**src/rtl/core/ctcgd_pkg.sv**
```systemverilog
// Shared constants, register codes and types of the CTC greedy decoder.
`timescale 1ns / 1ps
package ctcgd_pkg;

    // Fixed field and register widths
    localparam int NUM_CLS_W   = 7;
    localparam int BLANK_W     = 6;
    localparam int SYM_W       = 6;
    localparam int SUM_BITS    = 26;
    localparam int CFG_IDX_W   = 2;
    localparam int CFG_DATA_W  = 7;

    // Defaults for the top-level parameters
    localparam int MAX_CLASSES_DEF = 64;
    localparam int SCORE_BITS_DEF  = 16;

    // Depth of the step queue between front and back
    localparam int STEP_Q_DEPTH = 2;

    // Register reset values
    localparam logic [NUM_CLS_W-1:0] NUM_CLASSES_RST = 7'd64;
    localparam logic [BLANK_W-1:0]   BLANK_CLS_RST   = 6'd63;
    localparam logic                 MERGE_RST       = 1'b1;

    // Register indexes
    typedef enum logic [CFG_IDX_W-1:0] {
        CFG_NUM_CLASSES = 2'd0,
        CFG_BLANK_CLS   = 2'd1,
        CFG_MERGE       = 2'd2
    } t_cfg_idx;

    // Configuration as seen by front and back
    typedef struct packed {
        logic [NUM_CLS_W-1:0] num_classes;
        logic [BLANK_W-1:0]   blank_cls;
        logic                 merge_repeated;
    } t_cfg;

    // Queue status
    typedef struct packed {
        logic full;
        logic empty;
    } t_q_stat;

endpackage

```
**src/rtl/core/ctcgd_front.sv**
```systemverilog
// Front end: running argmax over the class scores of one time step.
`timescale 1ns / 1ps
module ctcgd_front
    import ctcgd_pkg::*;
#(
    parameter int MAX_CLASSES = MAX_CLASSES_DEF,
    parameter int SCORE_BITS  = SCORE_BITS_DEF,
    parameter int CW          = $clog2(MAX_CLASSES),
    parameter int QW          = 1 + CW + SCORE_BITS
) (
    input  logic                         i_clk,
    input  logic                         i_rst_n,
    input  t_cfg                         i_cfg,
    input  logic                         i_accept,
    input  logic signed [SCORE_BITS-1:0] i_class_score,
    input  logic                         i_sequence_end,
    output logic                         o_step_push,
    output logic [QW-1:0]                o_step_word
);

    localparam int CLS_NEED = $clog2(MAX_CLASSES + 1);
    localparam int NW       = (NUM_CLS_W > CLS_NEED) ? NUM_CLS_W : CLS_NEED;

    logic [CW-1:0]                r_cnt;
    logic [CW-1:0]                n_cnt;
    logic signed [SCORE_BITS-1:0] r_best_score;
    logic signed [SCORE_BITS-1:0] n_best_score;
    logic [CW-1:0]                r_best_class;
    logic [CW-1:0]                n_best_class;

    logic [NW-1:0] num_ext;
    logic [NW-1:0] eff_classes;
    logic [NW-1:0] last_idx;
    logic          take;
    logic          is_last;

    // Clamp the class count to the supported range
    always_comb begin
        num_ext = NW'(i_cfg.num_classes);
        if (num_ext < NW'(2)) begin
            eff_classes = NW'(2);
        end else if (num_ext > NW'(MAX_CLASSES)) begin
            eff_classes = NW'(MAX_CLASSES);
        end else begin
            eff_classes = num_ext;
        end
        last_idx = eff_classes - NW'(1);
    end

    // Track the maximum; the first index wins a tie
    always_comb begin
        take         = (r_cnt == '0) || (i_class_score > r_best_score);
        n_best_score = take ? i_class_score : r_best_score;
        n_best_class = take ? r_cnt : r_best_class;
        is_last      = NW'(r_cnt) >= last_idx;
        n_cnt        = is_last ? '0 : r_cnt + CW'(1);
    end

    // Hand a finished step to the queue
    assign o_step_push = i_accept && is_last;
    assign o_step_word = {i_sequence_end, n_best_class, n_best_score};

    // Advance the counter
    always_ff @(posedge i_clk) begin
        if (!i_rst_n) begin
            r_cnt <= '0;
        end else if (i_accept) begin
            r_cnt <= n_cnt;
        end
    end

    // Hold the running best
    always_ff @(posedge i_clk) begin
        if (!i_rst_n) begin
            r_best_score <= '0;
            r_best_class <= '0;
        end else if (i_accept) begin
            r_best_score <= n_best_score;
            r_best_class <= n_best_class;
        end
    end

endmodule

```
**src/rtl/core/ctcgd_queue.sv**
```systemverilog
// Short queue of finished steps between front and back.
`timescale 1ns / 1ps
module ctcgd_queue
    import ctcgd_pkg::*;
#(
    parameter int WIDTH = 8,
    parameter int DEPTH = STEP_Q_DEPTH
) (
    input  logic             i_clk,
    input  logic             i_rst_n,
    input  logic             i_push,
    input  logic [WIDTH-1:0] i_word,
    input  logic             i_pop,
    output logic [WIDTH-1:0] o_word,
    output t_q_stat          o_stat
);

    localparam int PW = (DEPTH > 1) ? $clog2(DEPTH) : 1;
    localparam int NW = $clog2(DEPTH + 1);

    logic [WIDTH-1:0] r_mem [DEPTH];
    logic [PW-1:0]    r_wr_ptr;
    logic [PW-1:0]    r_rd_ptr;
    logic [NW-1:0]    r_count;
    logic             do_push;
    logic             do_pop;

    assign o_stat.full  = (r_count == NW'(DEPTH));
    assign o_stat.empty = (r_count == '0);
    assign do_push      = i_push && !o_stat.full;
    assign do_pop       = i_pop && !o_stat.empty;
    assign o_word       = r_mem[r_rd_ptr];

    // Store the incoming word
    always_ff @(posedge i_clk) begin
        if (do_push) begin
            r_mem[r_wr_ptr] <= i_word;
        end
    end

    // Advance pointers and count
    always_ff @(posedge i_clk) begin
        if (!i_rst_n) begin
            r_wr_ptr <= '0;
            r_rd_ptr <= '0;
            r_count  <= '0;
        end else begin
            if (do_push) begin
                r_wr_ptr <= (r_wr_ptr == PW'(DEPTH - 1)) ? '0 : r_wr_ptr + PW'(1);
            end
            if (do_pop) begin
                r_rd_ptr <= (r_rd_ptr == PW'(DEPTH - 1)) ? '0 : r_rd_ptr + PW'(1);
            end
            case ({do_push, do_pop})
                2'b10:   r_count <= r_count + NW'(1);
                2'b01:   r_count <= r_count - NW'(1);
                default: r_count <= r_count;
            endcase
        end
    end

endmodule

```
**src/rtl/core/ctcgd_back.sv**
```systemverilog
// Back end: blank and repeat filtering, sequence score and the result register.
`timescale 1ns / 1ps
module ctcgd_back
    import ctcgd_pkg::*;
#(
    parameter int MAX_CLASSES = MAX_CLASSES_DEF,
    parameter int SCORE_BITS  = SCORE_BITS_DEF,
    parameter int CW          = $clog2(MAX_CLASSES),
    parameter int QW          = 1 + CW + SCORE_BITS
) (
    input  logic                       i_clk,
    input  logic                       i_rst_n,
    input  t_cfg                       i_cfg,
    input  t_q_stat                    i_q_stat,
    input  logic [QW-1:0]              i_step_word,
    output logic                       o_step_pop,
    input  logic                       i_pop,
    output logic                       o_empty,
    output logic                       o_symbol_valid,
    output logic [SYM_W-1:0]           o_symbol,
    output logic                       o_sequence_done,
    output logic signed [SUM_BITS-1:0] o_sequence_score
);

    localparam int AW   = ((SUM_BITS > SCORE_BITS) ? SUM_BITS : SCORE_BITS) + 2;
    localparam int MW   = (CW > BLANK_W) ? CW : BLANK_W;
    localparam logic signed [AW-1:0] SMAX = AW'((longint'(1) << (SUM_BITS - 1)) - 1);
    localparam logic signed [AW-1:0] SMIN = AW'(-(longint'(1) << (SUM_BITS - 1)));

    logic                         st_end;
    logic [CW-1:0]                st_class;
    logic signed [SCORE_BITS-1:0] st_score;

    logic signed [SUM_BITS-1:0] r_sum;
    logic                       r_prev_valid;
    logic [CW-1:0]              r_prev_class;
    logic                       r_out_valid;

    logic signed [AW-1:0]       diff;
    logic signed [SUM_BITS-1:0] sat;
    logic                       emit;

    assign {st_end, st_class, st_score} = i_step_word;

    // Take a step when the result register is free or being drained
    assign o_step_pop = !i_q_stat.empty && (!r_out_valid || i_pop);
    assign o_empty    = !r_out_valid;

    // Subtract the step maximum and clamp
    always_comb begin
        diff = AW'(r_sum) - AW'(st_score);
        if (diff > SMAX) begin
            sat = SUM_BITS'(SMAX);
        end else if (diff < SMIN) begin
            sat = SUM_BITS'(SMIN);
        end else begin
            sat = SUM_BITS'(diff);
        end
    end

    // Drop blanks and, in merge mode, repeats of the previous winner
    assign emit = (MW'(st_class) != MW'(i_cfg.blank_cls)) &&
                  !(i_cfg.merge_repeated && r_prev_valid && (st_class == r_prev_class));

    // Result register
    always_ff @(posedge i_clk) begin
        if (!i_rst_n) begin
            r_out_valid <= 1'b0;
        end else if (o_step_pop) begin
            r_out_valid <= 1'b1;
        end else if (i_pop) begin
            r_out_valid <= 1'b0;
        end
    end

    always_ff @(posedge i_clk) begin
        if (o_step_pop) begin
            o_symbol_valid   <= emit;
            o_symbol         <= emit ? SYM_W'(st_class) : '0;
            o_sequence_done  <= st_end;
            o_sequence_score <= st_end ? sat : '0;
        end
    end

    // Sequence state: clear on sequence end
    always_ff @(posedge i_clk) begin
        if (!i_rst_n) begin
            r_sum        <= '0;
            r_prev_valid <= 1'b0;
            r_prev_class <= '0;
        end else if (o_step_pop) begin
            r_sum        <= st_end ? '0 : sat;
            r_prev_valid <= !st_end;
            r_prev_class <= st_end ? '0 : st_class;
        end
    end

endmodule

```
**src/rtl/core/ctc_greedy_decoder.sv**
```systemverilog
// CTC greedy decoder: one class score per cycle in while full is low, one result word per time step out.
// Throughput: one score word per cycle while full is low.
// The result of a step passes through the step queue and then the result register to the output.
// The two-entry step queue and the result register let input and output stall separately.
// Reset (synchronous, active low) restores register defaults and clears all step state.
`timescale 1ns / 1ps
module ctc_greedy_decoder
    import ctcgd_pkg::*;
#(
    parameter int MAX_CLASSES = MAX_CLASSES_DEF,
    parameter int SCORE_BITS  = SCORE_BITS_DEF
) (
    input  logic                         i_clk,
    input  logic                         i_rst_n,
    input  logic                         i_cfg_we,
    input  logic [CFG_IDX_W-1:0]         i_cfg_idx,
    input  logic [CFG_DATA_W-1:0]        i_cfg_data,
    input  logic                         push,
    output logic                         full,
    input  logic signed [SCORE_BITS-1:0] i_class_score,
    input  logic                         i_sequence_end,
    output logic                         empty,
    input  logic                         pop,
    output logic                         o_symbol_valid,
    output logic [SYM_W-1:0]             o_symbol,
    output logic                         o_sequence_done,
    output logic signed [SUM_BITS-1:0]   o_sequence_score
);

    localparam int CW = $clog2(MAX_CLASSES);
    localparam int QW = 1 + CW + SCORE_BITS;

    t_cfg          r_cfg;
    t_q_stat       q_stat;
    logic          accept;
    logic          step_push;
    logic [QW-1:0] step_word_in;
    logic [QW-1:0] step_word_out;
    logic          step_pop;

    // Configuration registers
    always_ff @(posedge i_clk) begin
        if (!i_rst_n) begin
            r_cfg.num_classes    <= NUM_CLASSES_RST;
            r_cfg.blank_cls      <= BLANK_CLS_RST;
            r_cfg.merge_repeated <= MERGE_RST;
        end else if (i_cfg_we) begin
            case (i_cfg_idx)
                CFG_NUM_CLASSES: r_cfg.num_classes    <= i_cfg_data;
                CFG_BLANK_CLS:   r_cfg.blank_cls      <= i_cfg_data[BLANK_W-1:0];
                CFG_MERGE:       r_cfg.merge_repeated <= i_cfg_data[0];
                default:         r_cfg                <= r_cfg;
            endcase
        end
    end

    assign full   = q_stat.full;
    assign accept = push && !full;

    ctcgd_front #(
        .MAX_CLASSES (MAX_CLASSES),
        .SCORE_BITS  (SCORE_BITS),
        .CW          (CW),
        .QW          (QW)
    ) u_front (
        .i_clk          (i_clk),
        .i_rst_n        (i_rst_n),
        .i_cfg          (r_cfg),
        .i_accept       (accept),
        .i_class_score  (i_class_score),
        .i_sequence_end (i_sequence_end),
        .o_step_push    (step_push),
        .o_step_word    (step_word_in)
    );

    ctcgd_queue #(
        .WIDTH (QW),
        .DEPTH (STEP_Q_DEPTH)
    ) u_queue (
        .i_clk   (i_clk),
        .i_rst_n (i_rst_n),
        .i_push  (step_push),
        .i_word  (step_word_in),
        .i_pop   (step_pop),
        .o_word  (step_word_out),
        .o_stat  (q_stat)
    );

    ctcgd_back #(
        .MAX_CLASSES (MAX_CLASSES),
        .SCORE_BITS  (SCORE_BITS),
        .CW          (CW),
        .QW          (QW)
    ) u_back (
        .i_clk            (i_clk),
        .i_rst_n          (i_rst_n),
        .i_cfg            (r_cfg),
        .i_q_stat         (q_stat),
        .i_step_word      (step_word_out),
        .o_step_pop       (step_pop),
        .i_pop            (pop),
        .o_empty          (empty),
        .o_symbol_valid   (o_symbol_valid),
        .o_symbol         (o_symbol),
        .o_sequence_done  (o_sequence_done),
        .o_sequence_score (o_sequence_score)
    );

    // A step never finishes while the queue is full
    a_no_push_when_full: assert property (@(posedge i_clk) disable iff (!i_rst_n)
        q_stat.full |-> !step_push)
        else $error("step finished while step queue full");

    // The score is reported only on a word that closes a sequence
    a_score_only_when_done: assert property (@(posedge i_clk) disable iff (!i_rst_n)
        (!empty && !o_sequence_done) |-> (o_sequence_score == '0))
        else $error("sequence score set on a word that does not close a sequence");

    // No label is carried unless a symbol is emitted
    a_symbol_zero: assert property (@(posedge i_clk) disable iff (!i_rst_n)
        (!empty && !o_symbol_valid) |-> (o_symbol == '0))
        else $error("symbol set without symbol_valid");

endmodule
```
**config.mk**
```make
export PLATFORM = sky130hd
export DESIGN_NAME = ctc_greedy_decoder
export DESIGN_NICKNAME = d
export VERILOG_FILES = /design/src/rtl/core/ctcgd_pkg.sv /design/src/rtl/core/ctcgd_front.sv /design/src/rtl/core/ctcgd_queue.sv /design/src/rtl/core/ctcgd_back.sv /design/src/rtl/core/ctc_greedy_decoder.sv
export SDC_FILE = /design/constraint.sdc
export NUM_CORES = 1
export LEC_CHECK = 0
export BUFFER_PORTS_ARGS = -buffer_cell sky130_fd_sc_hd__buf_2
export CAP_MARGIN = 40
export CORE_MARGIN = 2
export CORE_UTILIZATION = 45
export DETAILED_ROUTE_END_ITERATION = 8
export GPL_ROUTABILITY_DRIVEN = 0
export GPL_TIMING_DRIVEN = 0
export PLACE_DENSITY_LB_ADDON = 0.05
export SLEW_MARGIN = 20
export SYNTH_ARGS = -nofsm -noshare
export SYNTH_HDL_FRONTEND = slang
export SYNTH_SLANG_ARGS = --single-unit
```
**constraint.sdc**
```tcl
create_clock -name i_clk -period 11.98 [get_ports i_clk]
set_clock_uncertainty 0.1 [all_clocks]
set_input_delay 2.995 -clock i_clk [delete_from_list [all_inputs] [get_ports i_clk]]
set_output_delay 2.995 -clock i_clk [all_outputs]
set_load 0.01 [all_outputs]
```
==> qor.txt <==
worst path required time -> 12.04 ns
Post-synth EDFFs -> 80
Yosys top cell by area -> edfxtp_1
cells on worst reg2reg path -> 15
syn nets -> 972
area delta synth->final -> 14.37%
RSZ-0062 raised after global routing -> no
GRT Resource Usage Total -> 20.76%
clock buffer depth -> 2
Overflow after GRT -> 0
top post-synthesis cells by area -> edfxtp_1 27%, dfxtp_1 18%, ha_1 7.3%
pin count of the biggest net entering global routing -> 36
total power draw -> 1.273 mW
HPWL Detailed -> 14930 µm
row count -> 51
Starting Density -> 45.71%
postcts setup bufs -> 0
Final Routed Wirelength -> 20340 µm
Via density -> 5.339
# hold bufs at CTS -> 0
crit start category -> primary input
initial antenna violation count -> 0
CTS sink cnt -> 161
Clock transition at path regs -> 0.07 ns
Final min period -> 5.870 ns
Fmax -> 170.4 MHz
flops & latches, synth -> 161
post_cts resized -> 0
Max Cap Viol -> 0
Root Driver -> clkbuf_16
min-delay worst type -> register to register
flop2flop setup slack -> 6.85 ns
Die Wd -> 144.6 µm
drc violations -> 0
H-tree levels -> 4
WHS -> 0.3680 ns
die area -> 20910 µm²
boundary pin count -> 67
vias -> 6690
arrival time worst endpoint -> 5.93 ns
non-filler cells, final -> 1253
Distinct cells, synth -> 62
placed cells -> 1220
Yosys warnings -> 0
placed cell areas -> 9584 µm²
ANT cells -> 0
first-pass GRT wire length -> 33620 µm
Avg Cell Area, Syn -> 10.02 µm²
status -> completed
crit path max fanout -> 10
top-area cell type share of the netlist area -> 27.00%
CP Capture Type -> register
share of post-route cells with drive strength above 1 -> 14.98%
relative slew slack -> 50.48%
Final Hold Viols -> 0
pwr/cell area -> 125.1 nW/µm²
IO buf count -> 65
crit path kind -> primary input to register
number of fill cells -> 1801
Final setup viols -> 0
post-route cell area -> 10170 µm²
vias in the first global route -> 6563
nets -> 1059
final setup TNS -> 0 ns
antenna viol nets, final -> 0
Post-Syn Instances -> 888
Most used DFF post-synth -> dfxtp_1
Multi-input gate area -> 4532 µm²
Tcrit/Tclk final -> 49.00%
CORE AREA -> 19460 µm²
sequential element share of the synthesized area -> 45.23%
FFs w/ async S/R, synth -> 0%
DR iter-0 viols -> 439
VDD IR max -> 100.7 µV
CTS tree -> done
die height -> 144.6 µm
Min-Delay Path Depth -> 2
CTS Buf Count -> 17
Worst-Margin Slew -> 0.7284 ns
insertion delay to the later sink of the worst-skew pair -> 0.43 ns
post-synthesis cell area -> 8896 µm²
Slew Limit Fails -> 0
Leakage -> 4.033 nW
Sequential Area -> 4024 µm²
routed length per instance -> 16.23 µm
DR pass1 iterations -> 5
-- cell usage in the layout (no fill, tap or decap), types with 34 or more instances in the layout --
cell	instances
a21oi_1	63
nand2_1	67
nand3_1	42
nor2_1	51
clkbuf_1	43
ha_1	52
dfxtp_1	81
buf_2	68
inv_1	34
edfxtp_1	80
mux2i_1	36
-- cells in the mapped netlist, drive strengths merged (2+ instances only) --
cell type and n:
nand2 67, nor2 54, clkbuf 43, a31o 3, a22o 3, edfxtp 80
or3 5, o22ai 2, o41ai 2, nor2b 23, a21o 14, o221ai 4
and3 21, ha 52, nor4 3, a31oi 3, nor3b 2, o21ai 25
o21a 14, o21bai 4, mux2 23, and2 8, nand2b 24, mux2i 37
o2111ai 2, xor2 18, buf 9, a211oi 3, dfxtp 81, a32oi 18
o211ai 2, nand4 29, xnor2 24, a21boi 3, inv 36, nor3 10
nand3b 4, a21oi 66, nand3 42, a221o 15
-- flip-flops by register name (all words and copies together) (netlist names), named ones only --
register and count:
r_cfg 14, u_back.o_sequence_done 1, u_back.o_sequence_score 26, u_back.o_symbol 6, u_back.o_symbol_valid 1, u_back.r_out_valid 1
u_back.r_prev_class 6, u_back.r_prev_valid 1, u_back.r_sum 26, u_front.r_best_class 6, u_front.r_best_score 16, u_front.r_cnt 6
u_queue.r_count 2, u_queue.r_mem 46, u_queue.r_rd_ptr 1, u_queue.r_wr_ptr 1
-- routing by layer --
metal | global-route usage [%] | vias to the layer above | wire [µm]
li1 | - | 3434 | -
met1 | 28.45 | 3122 | 9830
met2 | 33.77 | 118 | 9609
met3 | 3.841 | 16 | 733
met4 | 5.723 | 0 | 169
met5 | 0 | - | 0
-- kinds of logic (layout without fill, tap and decap cells) --
kind of cell               Yosys count  in the layout  synth area share (%)
AOI/OAI and AO/OA                  190            190                 15.16
and+or+nand+nor                    294            294                 16.82
DFF                                161            161                 45.23
buffers and inverters               88            188                 4.037
xor gates and xnor gates            42             42                 4.135
muxes                               60             60                 7.075
adders and majority gates           53             53                 7.539
-- cell type report --
class | count | share of cell area [%]
plain buffers | 52 | 2.201
well taps | 265 | 3.259
repair buffers | 68 | 3.517
inverters | 36 | 1.328
flip-flops and latches | 161 | 39.55
clock buffers | 17 | 4.181
multi-input cells | 639 | 44.54
clock inverters | 15 | 1.426
-- metrics by stage --
step | utilization (%) | worst slack [ns]
6_report | 52.28 | 6.110
3_5_place_dp | 49.24 | 5.665
4_1_cts | 52.18 | 6.112
3_3_place_gp | 49.08 | 5.526
2_1_floorplan | - | 6.192
5_1_grt | 52.28 | 5.914
-- report_power, final --
| part | internal [mW] | switching (mW) | leakage, nW |
|---|---|---|---|
| clock network | 0.292 | 0.247 | 0.271 |
| logic | 0.0534 | 0.0777 | 2.38 |
| registers | 0.590 | 0.0118 | 1.38 |
-- path summary, 6_finish.rpt --
kind / from / end
setup / recovery: i_class_score[8] / u_queue.r_mem[0][10]
hold / removal: u_back.r_sum[20] / u_back.r_sum[20]
setup reg to reg: register / u_back.r_sum[18]
hold reg to reg: u_back.r_sum[20] / u_back.r_sum[20]
-- critical path: stages --
cell      delay, ns
buf_2          0.11
ha_1           0.30
a21o_1         0.18
a21o_1         0.17
a21o_1         0.17
a21oi_1        0.13
nor2_1         0.05
nor3_1         0.18
mux2_2         0.42
nand2_1        0.26
clkbuf_1       0.50
mux2_2         0.45
Note: power is estimated with default switching activity, not from simulation.
